### src/rtl/rmsd_pkg.sv
// Shared types and constants for the range median stuck detector.
package rmsd_pkg;

  localparam int DEF_WINDOW = 5;

  localparam int RANGE_W = 10;
  localparam int TIME_W  = 32;
  localparam int ADDR_W  = 5;
  localparam int DATA_W  = 32;

  localparam logic [RANGE_W-1:0] RANGE_RESET = 10'd400;

  localparam logic [RANGE_W-1:0] STOP_RESET   = 10'd20;
  localparam logic [RANGE_W-1:0] WARN_RESET   = 10'd50;
  localparam logic [RANGE_W-1:0] CLOSE_RESET  = 10'd10;
  localparam logic [RANGE_W-1:0] CHANGE_RESET = 10'd2;
  localparam logic [TIME_W-1:0]  TIMEOUT_RESET = 32'd3000;

  // register word index (byte address / 4)
  typedef enum logic [2:0] {
    REG_STOP    = 3'd0,
    REG_WARN    = 3'd1,
    REG_CLOSE   = 3'd2,
    REG_CHANGE  = 3'd3,
    REG_TIMEOUT = 3'd4
  } reg_idx_t;

  typedef struct packed {
    logic [RANGE_W-1:0] range_sample;
    logic [TIME_W-1:0]  now_ms;
  } in_t;

  typedef struct packed {
    logic [RANGE_W-1:0] median_distance;
    logic               obstacle_near;
    logic               obstacle_warn;
    logic               stuck;
  } out_t;

  typedef struct packed {
    logic [RANGE_W-1:0] stop_distance;
    logic [RANGE_W-1:0] warn_distance;
    logic [RANGE_W-1:0] stuck_close_limit;
    logic [RANGE_W-1:0] stuck_change_limit;
    logic [TIME_W-1:0]  stuck_timeout_ms;
  } cfg_t;

  typedef enum logic [2:0] {
    ST_IDLE = 3'b001,
    ST_SCAN = 3'b010,
    ST_DONE = 3'b100
  } state_t;

  typedef struct packed {
    logic load_in;
    logic scan_step;
    logic finish;
  } cmd_t;

  typedef struct packed {
    logic scan_last;
    logic out_free;
  } sts_t;

endpackage

### src/rtl/range_median_stuck_detector.sv
// Top level of the range median filter with obstacle flags and stuck detector.
//
//   port group   direction  handshake            payload
//   in_*         input      in_valid / in_stall   rmsd_pkg::in_t  (range_sample, now_ms)
//   out_*        output     out_valid / out_stall rmsd_pkg::out_t (median, flags, stuck)
//   p*           cfg        psel / penable        5 registers at byte address 4*i
//
// An item passes through ST_IDLE, which writes the sample into the window,
// ST_SCAN for the rank scan, and ST_DONE, which updates the timer.
// The rank scan checks one window entry per cycle against all the others.
// rst_n is synchronous; the window resets to 400 and the config registers to defaults.
// A request is taken while a result waits; the next one stalls until out is free.
module range_median_stuck_detector #(
  parameter int WINDOW = rmsd_pkg::DEF_WINDOW
) (
  input  logic                        clk,
  input  logic                        rst_n,
  input  logic                        in_valid,
  output logic                        in_stall,
  input  rmsd_pkg::in_t               in_data,
  output logic                        out_valid,
  input  logic                        out_stall,
  output rmsd_pkg::out_t              out_data,
  input  logic                        psel,
  input  logic                        penable,
  input  logic                        pwrite,
  input  logic [rmsd_pkg::ADDR_W-1:0] paddr,
  input  logic [rmsd_pkg::DATA_W-1:0] pwdata,
  output logic [rmsd_pkg::DATA_W-1:0] prdata,
  output logic                        pready
);

  rmsd_pkg::cfg_t cfg;
  rmsd_pkg::cmd_t cmd;
  rmsd_pkg::sts_t sts;

  rmsd_regs u_regs (
    .clk     (clk),
    .rst_n   (rst_n),
    .psel    (psel),
    .penable (penable),
    .pwrite  (pwrite),
    .paddr   (paddr),
    .pwdata  (pwdata),
    .prdata  (prdata),
    .pready  (pready),
    .cfg     (cfg)
  );

  rmsd_ctrl u_ctrl (
    .clk      (clk),
    .rst_n    (rst_n),
    .in_valid (in_valid),
    .in_stall (in_stall),
    .sts      (sts),
    .cmd      (cmd)
  );

  rmsd_dp #(
    .WINDOW (WINDOW)
  ) u_dp (
    .clk       (clk),
    .rst_n     (rst_n),
    .in_data   (in_data),
    .cfg       (cfg),
    .cmd       (cmd),
    .sts       (sts),
    .out_valid (out_valid),
    .out_stall (out_stall),
    .out_data  (out_data)
  );

endmodule

### src/rtl/rmsd_regs.sv
// Configuration register file behind the APB-style port.
module rmsd_regs (
  input  logic                        clk,
  input  logic                        rst_n,
  input  logic                        psel,
  input  logic                        penable,
  input  logic                        pwrite,
  input  logic [rmsd_pkg::ADDR_W-1:0] paddr,
  input  logic [rmsd_pkg::DATA_W-1:0] pwdata,
  output logic [rmsd_pkg::DATA_W-1:0] prdata,
  output logic                        pready,
  output rmsd_pkg::cfg_t              cfg
);

  rmsd_pkg::cfg_t   cfg_r;
  rmsd_pkg::cfg_t   cfg_nxt;
  rmsd_pkg::reg_idx_t idx;
  logic             wr_en;

  assign idx    = rmsd_pkg::reg_idx_t'(paddr[rmsd_pkg::ADDR_W-1:2]);
  assign wr_en  = psel & penable & pwrite;
  assign pready = 1'b1;
  assign cfg    = cfg_r;

  always_comb begin
    cfg_nxt = cfg_r;
    if (wr_en) begin
      case (idx)
        rmsd_pkg::REG_STOP:    cfg_nxt.stop_distance      = pwdata[rmsd_pkg::RANGE_W-1:0];
        rmsd_pkg::REG_WARN:    cfg_nxt.warn_distance      = pwdata[rmsd_pkg::RANGE_W-1:0];
        rmsd_pkg::REG_CLOSE:   cfg_nxt.stuck_close_limit  = pwdata[rmsd_pkg::RANGE_W-1:0];
        rmsd_pkg::REG_CHANGE:  cfg_nxt.stuck_change_limit = pwdata[rmsd_pkg::RANGE_W-1:0];
        rmsd_pkg::REG_TIMEOUT: cfg_nxt.stuck_timeout_ms   = pwdata[rmsd_pkg::TIME_W-1:0];
        default: ;
      endcase
    end
  end

  always_comb begin
    prdata = '0;
    case (idx)
      rmsd_pkg::REG_STOP:
        prdata = {{(rmsd_pkg::DATA_W-rmsd_pkg::RANGE_W){1'b0}}, cfg_r.stop_distance};
      rmsd_pkg::REG_WARN:
        prdata = {{(rmsd_pkg::DATA_W-rmsd_pkg::RANGE_W){1'b0}}, cfg_r.warn_distance};
      rmsd_pkg::REG_CLOSE:
        prdata = {{(rmsd_pkg::DATA_W-rmsd_pkg::RANGE_W){1'b0}}, cfg_r.stuck_close_limit};
      rmsd_pkg::REG_CHANGE:
        prdata = {{(rmsd_pkg::DATA_W-rmsd_pkg::RANGE_W){1'b0}}, cfg_r.stuck_change_limit};
      rmsd_pkg::REG_TIMEOUT:
        prdata = cfg_r.stuck_timeout_ms;
      default: prdata = '0;
    endcase
  end

  always_ff @(posedge clk) begin
    if (!rst_n) begin
      cfg_r.stop_distance      <= rmsd_pkg::STOP_RESET;
      cfg_r.warn_distance      <= rmsd_pkg::WARN_RESET;
      cfg_r.stuck_close_limit  <= rmsd_pkg::CLOSE_RESET;
      cfg_r.stuck_change_limit <= rmsd_pkg::CHANGE_RESET;
      cfg_r.stuck_timeout_ms   <= rmsd_pkg::TIMEOUT_RESET;
    end else begin
      cfg_r <= cfg_nxt;
    end
  end

endmodule

### src/rtl/rmsd_ctrl.sv
// Sequencer: accept, rank scan over the window, result hand-off.
module rmsd_ctrl (
  input  logic           clk,
  input  logic           rst_n,
  input  logic           in_valid,
  output logic           in_stall,
  input  rmsd_pkg::sts_t sts,
  output rmsd_pkg::cmd_t cmd
);

  rmsd_pkg::state_t state_r;
  rmsd_pkg::state_t state_nxt;

  assign in_stall = (state_r != rmsd_pkg::ST_IDLE);

  always_comb begin
    state_nxt = state_r;
    cmd       = '0;
    case (state_r)
      rmsd_pkg::ST_IDLE: begin
        if (in_valid) begin
          cmd.load_in = 1'b1;
          state_nxt   = rmsd_pkg::ST_SCAN;
        end
      end
      rmsd_pkg::ST_SCAN: begin
        cmd.scan_step = 1'b1;
        if (sts.scan_last) begin
          state_nxt = rmsd_pkg::ST_DONE;
        end
      end
      rmsd_pkg::ST_DONE: begin
        // hold until the output register can take the result
        if (sts.out_free) begin
          cmd.finish = 1'b1;
          state_nxt  = rmsd_pkg::ST_IDLE;
        end
      end
      default: state_nxt = rmsd_pkg::ST_IDLE;
    endcase
  end

  always_ff @(posedge clk) begin
    if (!rst_n) begin
      state_r <= rmsd_pkg::ST_IDLE;
    end else begin
      state_r <= state_nxt;
    end
  end

endmodule

### src/rtl/rmsd_dp.sv
// Datapath: sample window, rank-count median search, flags and stuck timer.
module rmsd_dp #(
  parameter int WINDOW = rmsd_pkg::DEF_WINDOW
) (
  input  logic           clk,
  input  logic           rst_n,
  input  rmsd_pkg::in_t  in_data,
  input  rmsd_pkg::cfg_t cfg,
  input  rmsd_pkg::cmd_t cmd,
  output rmsd_pkg::sts_t sts,
  output logic           out_valid,
  input  logic           out_stall,
  output rmsd_pkg::out_t out_data
);

  localparam int IDX_W = (WINDOW > 1) ? $clog2(WINDOW) : 1;
  localparam int CNT_W = $clog2(WINDOW + 1);
  localparam logic [IDX_W-1:0] LAST_IDX = IDX_W'(WINDOW - 1);
  localparam logic [CNT_W-1:0] MID_RANK = CNT_W'(WINDOW / 2);

  logic [rmsd_pkg::RANGE_W-1:0] win_r [WINDOW];
  logic [IDX_W-1:0]             slot_r;
  logic [IDX_W-1:0]             cand_r;
  logic [rmsd_pkg::TIME_W-1:0]  now_r;
  logic [rmsd_pkg::RANGE_W-1:0] med_r;
  logic [rmsd_pkg::RANGE_W-1:0] prev_r;
  logic [rmsd_pkg::TIME_W-1:0]  since_r;
  logic                         timing_r;
  logic                         out_valid_r;
  rmsd_pkg::out_t               out_r;

  logic [rmsd_pkg::RANGE_W-1:0] cand_val;
  logic [CNT_W-1:0]             rank;
  logic [rmsd_pkg::RANGE_W-1:0] diff;
  logic                         stable;
  logic                         timing_nxt;
  logic [rmsd_pkg::TIME_W-1:0]  since_nxt;
  logic [rmsd_pkg::TIME_W-1:0]  elapsed;
  rmsd_pkg::out_t               out_nxt;

  // stable rank: smaller entries, plus equal entries at lower slots
  assign cand_val = win_r[cand_r];
  always_comb begin
    rank = '0;
    for (int j = 0; j < WINDOW; j++) begin
      if ((win_r[j] < cand_val) ||
          ((win_r[j] == cand_val) && (IDX_W'(j) < cand_r))) begin
        rank = rank + CNT_W'(1);
      end
    end
  end

  assign sts.scan_last = (cand_r == LAST_IDX);
  assign sts.out_free  = !out_valid_r || !out_stall;

  assign diff   = (med_r >= prev_r) ? (med_r - prev_r) : (prev_r - med_r);
  assign stable = (med_r < cfg.stuck_close_limit) && (diff < cfg.stuck_change_limit);

  always_comb begin
    timing_nxt = timing_r;
    since_nxt  = since_r;
    if (stable) begin
      if (!timing_r) begin
        timing_nxt = 1'b1;
        since_nxt  = now_r;
      end
    end else begin
      timing_nxt = 1'b0;
      since_nxt  = '0;
    end
  end

  assign elapsed = now_r - since_nxt;

  always_comb begin
    out_nxt.median_distance = med_r;
    out_nxt.obstacle_near   = (med_r < cfg.stop_distance);
    out_nxt.obstacle_warn   = (med_r < cfg.warn_distance);
    out_nxt.stuck           = timing_nxt && (elapsed > cfg.stuck_timeout_ms);
  end

  assign out_valid = out_valid_r;
  assign out_data  = out_r;

  always_ff @(posedge clk) begin
    if (!rst_n) begin
      for (int i = 0; i < WINDOW; i++) begin
        win_r[i] <= rmsd_pkg::RANGE_RESET;
      end
      slot_r      <= '0;
      prev_r      <= '0;
      since_r     <= '0;
      timing_r    <= 1'b0;
      out_valid_r <= 1'b0;
    end else begin
      if (cmd.load_in) begin
        win_r[slot_r] <= in_data.range_sample;
        slot_r        <= (slot_r == LAST_IDX) ? '0 : slot_r + IDX_W'(1);
      end
      if (cmd.finish) begin
        prev_r   <= med_r;
        since_r  <= since_nxt;
        timing_r <= timing_nxt;
      end
      if (cmd.finish) begin
        out_valid_r <= 1'b1;
      end else if (!out_stall) begin
        out_valid_r <= 1'b0;
      end
    end
  end

  always_ff @(posedge clk) begin
    if (cmd.load_in) begin
      now_r  <= in_data.now_ms;
      cand_r <= '0;
    end else if (cmd.scan_step && !sts.scan_last) begin
      cand_r <= cand_r + IDX_W'(1);
    end
    if (cmd.scan_step && (rank == MID_RANK)) begin
      med_r <= cand_val;
    end
    if (cmd.finish) begin
      out_r <= out_nxt;
    end
  end

endmodule
### config.mk
export PLATFORM = sky130hd
export DESIGN_NAME = range_median_stuck_detector
export DESIGN_NICKNAME = d
export VERILOG_FILES = /design/src/rtl/rmsd_pkg.sv /design/src/rtl/range_median_stuck_detector.sv /design/src/rtl/rmsd_regs.sv /design/src/rtl/rmsd_ctrl.sv /design/src/rtl/rmsd_dp.sv
export SDC_FILE = /design/constraint.sdc
export NUM_CORES = 1
export LEC_CHECK = 0
export CAP_MARGIN = 5
export CORE_MARGIN = 2
export CORE_UTILIZATION = 59
export DETAILED_ROUTE_END_ITERATION = 16
export DONT_BUFFER_PORTS = 1
export PLACE_DENSITY = 0.78
export RECOVER_POWER = 50
export SLEW_MARGIN = 0
export SYNTH_ARGS = -nofsm -noshare
export SYNTH_HDL_FRONTEND = slang
export SYNTH_SLANG_ARGS = --single-unit
### constraint.sdc
create_clock -name clk -period 7.6 [get_ports clk]
set_input_delay 1.52 -clock clk [delete_from_list [all_inputs] [get_ports clk]]
set_output_delay 1.52 -clock clk [all_outputs]
set_load 0.1 [all_outputs]
==> flow_metrics.env <==
export IMPL_max_layer_used="met4"
export IMPL_multiInputGateArea_um2=9186
export IMPL_yosysTopAreaCell="sky130_fd_sc_hd__edfxtp_1"
export IMPL_post_route_clock_period_utilization_pct=98.69
export IMPL_synthesis_area_per_instance_um2=9.555
export IMPL_share_comb_of_total_power_pct=22.3
export IMPL_timing_critical_path_arrival_ps=7890
export IMPL_die_h_um=169.9
export IMPL_achievable_frequency_mhz=133.3
export IMPL_swShare_pct=28.57
export IMPL_power_density_nw_per_um2=204.0
export IMPL_cts_tree="yes"
export IMPL_synth_most_common_cell="sky130_fd_sc_hd__nand2_1"
export IMPL_leakagePower_nw=6.860
export IMPL_power_sequential_fraction_pct=42.6
export IMPL_worstPathRequired_ps=7990
export IMPL_critical_path_class="reg2reg"
export IMPL_failed_checks="capacitance limit, slew limit"
export IMPL_critical_path_most_common_cell="sky130_fd_sc_hd__buf_4"
export IMPL_share_clk_of_total_power_pct=35.2
export IMPL_ctsRootBufferMaster="sky130_fd_sc_hd__clkbuf_16"
export IMPL_syn_nets=1965
export IMPL_drt_total_wl_mm=40.58
export IMPL_hold_buffers=0
export IMPL_yosysSeqAreaShare_pct=40.76
export IMPL_design_portCount=134
export IMPL_detailedPlacementHpwl_mm=28.66
export IMPL_path_depth=34
export IMPL_synth_top_cells_by_area="sky130_fd_sc_hd__edfxtp_1 (25%), sky130_fd_sc_hd__dfxtp_1 (16%), sky130_fd_sc_hd__ha_1 (14%)"
export IMPL_first_global_vias=12130
export IMPL_drive_above_1_share_pct=13.44
export IMPL_drt_initial_drc_count=1088
export IMPL_drt_wirelength_per_cell_um=19.48
export IMPL_netlist_instances=1699
export IMPL_synth_edff_count=135
export IMPL_hold_path_class="reg2reg"
export IMPL_critical_path_max_fanout=7
export IMPL_initial_drt_pass_iterations=7
export IMPL_path_buf_inv=4
export IMPL_hold_violations=0
export IMPL_whs_path_depth=2
export IMPL_cell_count_post_placement=2015
export IMPL_grtUsageTotal_pct=26.96
export IMPL_synth_common_cells="sky130_fd_sc_hd__nand2_1 (198), sky130_fd_sc_hd__ha_1 (177), sky130_fd_sc_hd__a21oi_1 (154)"
export IMPL_clock_insertion_delay_worst_skew_ps=560
export IMPL_post_layout_nonfiller_instances=2083
export IMPL_clockBufferDepth=3
export IMPL_sequential_cell_area_um2=6616
export IMPL_worstMarginPinSlew_ps=3412
export IMPL_die_width_um=169.9
export IMPL_worst_ir_drop_vdd_mv=0.2290
export IMPL_placementRows=60
export IMPL_synth_top_cell_area_share_pct=24.97
export IMPL_fin_skew_ps=21.87
export IMPL_timing_critical_path_to_type="flop"
export IMPL_switching_power_w=0.001058
export IMPL_routed_via_density=6.136
export IMPL_gp_routability_congestion=0.8923
export IMPL_grt_first_pass_wirelength_mm=62.13
export IMPL_grt_antenna_before_repair=1
export IMPL_setup_violations=0
export IMPL_met3_wirelength_mm=3.266
export IMPL_vias=12780
export IMPL_clk_pin_slew_ps=60
export IMPL_clkSinkCount=263
export IMPL_worst_r2r_path_depth=34
export IMPL_core_area_um2=26950
export IMPL_slew_viol_final=275
export IMPL_final_fill_count=2017
export IMPL_nets=1986
export IMPL_p_int_w=0.002644
export IMPL_detailroute_wirelength_met2_mm=18.80
export IMPL_final_util_pct=67.33
export IMPL_crit_slowest_cell="sky130_fd_sc_hd__ha_1"
export IMPL_floorplan_initialDensity_pct=60.24
export IMPL_area_growth_synth_to_final_pct=11.78
export IMPL_synthDistinctLibCells=73
export IMPL_cp_top_family="compound AO/OA/AOI/OAI gates"
export IMPL_relative_slew_slack_pct=-127.4
export IMPL_timing_critical_path_from_type="flop"
export IMPL_grt_start_max_net_pins=71
export IMPL_place_port_buffers=0
export IMPL_drc_violation_count_after_routing=0
export IMPL_finalWorstPathRequiredPeriod_ps=7501
export IMPL_antenna_violating_nets_post_route=0
export IMPL_ys_flop_type="sky130_fd_sc_hd__edfxtp_1"
export IMPL_numCtsBuffers=28
export IMPL_max_stage_delay_ps=500
export IMPL_rsz0062_at_grt="yes"
export IMPL_wl_met1_mm=17.34
export IMPL_yosysWarningCount=0
export IMPL_status="complete, but fails checks"
export IMPL_synth_ff_latch_count=263
export IMPL_cts_htree_levels=1
export IMPL_synthArstFlopShare_pct=0
export IMPL_die_area_um2=28860
export IMPL_cap_viol_max_count=7
export IMPL_grt_ovfl_total=0
export IMPL_cell_area_after_synthesis_um2=16230
## layout by cell type, fill, tap and decap left out, types with 22 or more instances in the layout
master | synthesis | routed
sky130_fd_sc_hd__clkbuf_1 | 62 | 22
sky130_fd_sc_hd__a21o_1 | 51 | 51
sky130_fd_sc_hd__o21ai_0 | 33 | 24
sky130_fd_sc_hd__nand4_1 | 22 | 22
sky130_fd_sc_hd__o211ai_1 | 25 | 25
sky130_fd_sc_hd__clkbuf_16 | 0 | 31
sky130_fd_sc_hd__and2_1 | 41 | 36
sky130_fd_sc_hd__a21oi_1 | 154 | 145
sky130_fd_sc_hd__mux2i_1 | 61 | 58
sky130_fd_sc_hd__nor2_1 | 117 | 93
sky130_fd_sc_hd__nand3_1 | 71 | 69
sky130_fd_sc_hd__ha_1 | 177 | 170
sky130_fd_sc_hd__xnor2_1 | 24 | 23
sky130_fd_sc_hd__mux2_2 | 33 | 32
sky130_fd_sc_hd__buf_4 | 1 | 50
sky130_fd_sc_hd__dfxtp_1 | 128 | 128
sky130_fd_sc_hd__nand2_1 | 198 | 198
sky130_fd_sc_hd__nor2_2 | 0 | 23
sky130_fd_sc_hd__inv_1 | 133 | 132
sky130_fd_sc_hd__edfxtp_1 | 135 | 135
## layout make-up
| class | instances | area share (%) |
|---|---|---|
| Multi-Input combinational cell | 1222 | 50.62 |
| Sequential cell | 263 | 36.46 |
| Clock inverter | 13 | 0.4964 |
| Clock buffer | 38 | 4.296 |
| Timing Repair Buffer | 70 | 2.958 |
| Tap cell | 341 | 2.351 |
| Antenna cell | 1 | 0.01379 |
| Inverter | 135 | 2.799 |
## power groups by stage
stage | Clock (W) | Sequential [W] | Combinational, W
finish | 0.00130 | 0.00158 | 0.000824
detailed placement | 0 | 0.00160 | 0.000770
CTS | 0.00132 | 0.00157 | 0.000779
global route | 0.00138 | 0.00158 | 0.000910
floorplan | 0 | 0.00158 | 0.000603
global placement | 0 | 0.00160 | 0.000741
## layer usage
layer	up-vias	track usage (%)
li1	6098	-
met1	6109	37.17
met2	494	43.66
met3	81	4.651
met4	0	8.398
met5	-	0
## sequential cells by signal (all words and copies together) (netlist names), named ones only
name,flops
u_dp.now_r,32
u_dp.slot_r,3
u_dp.win_r,80
u_regs.cfg,72
u_ctrl.state_r,3
u_dp.out_data,13
u_dp.out_valid,1
u_dp.prev_r,10
u_dp.since_r,32
u_dp.cand_r,3
u_dp.med_r,10
u_dp.timing_r,1
## timing repair
| item | in CTS | in global routing |
|---|---|---|
| buffers inserted | 3 | 11 |
| gates cloned | 0 | 2 |
| setup endpoints to repair | 1 | 1 |
| gates resized for setup | 7 | 58 |
| pin swaps | 5 | 38 |
## metrics by stage
step	TNS (ps)	instance area, µm²	hold WS, ps	worst slack, ps	power (W)
floorplan	0	16230	432.9	461.2	0.002188
global placement	0	16900	438.0	63.90	0.002342
detailed placement	-123.5	16900	443.5	-123.5	0.002374
CTS	0	17830	452.6	0.3544	0.003675
global route	-190.1	18150	468.8	-190.1	0.003867
finish	0	18150	451.4	99.42	0.003701
## worst paths after layout
kind | from | endpoint | slack (ps)
worst max-delay path | u_dp.med_r[7]$_DFFE_PP_ | u_dp.out_data[0]$_DFFE_PP_ | 100
worst min-delay path | u_dp.since_r[10]$_SDFFE_PN0P_ | u_dp.since_r[10]$_SDFFE_PN0P_ | 450
worst max register to register | u_dp.med_r[7]$_DFFE_PP_ | u_dp.out_data[0]$_DFFE_PP_ | 100
worst min register to register | u_dp.since_r[10]$_SDFFE_PN0P_ | u_dp.since_r[10]$_SDFFE_PN0P_ | 450
## logic make-up after synthesis
kind of cell	count (synthesis)	share of synthesized area, %
AO/OA/AOI/OAI	359	13.97
XOR/XNOR	35	1.981
adder cells (fa/ha/maj)	180	14.01
buffers and inverters	214	5.110
flip-flops	263	40.76
multiplexers	116	8.987
other	1	0.02310
AND/OR/NAND/NOR	531	15.17
## worst min-delay path, stage by stage, from the launching register on
cell                      delay (ps)
sky130_fd_sc_hd__dfxtp_1         310
sky130_fd_sc_hd__nand2_1          50
sky130_fd_sc_hd__a21oi_1          50
(Power assumes the default switching activity.)
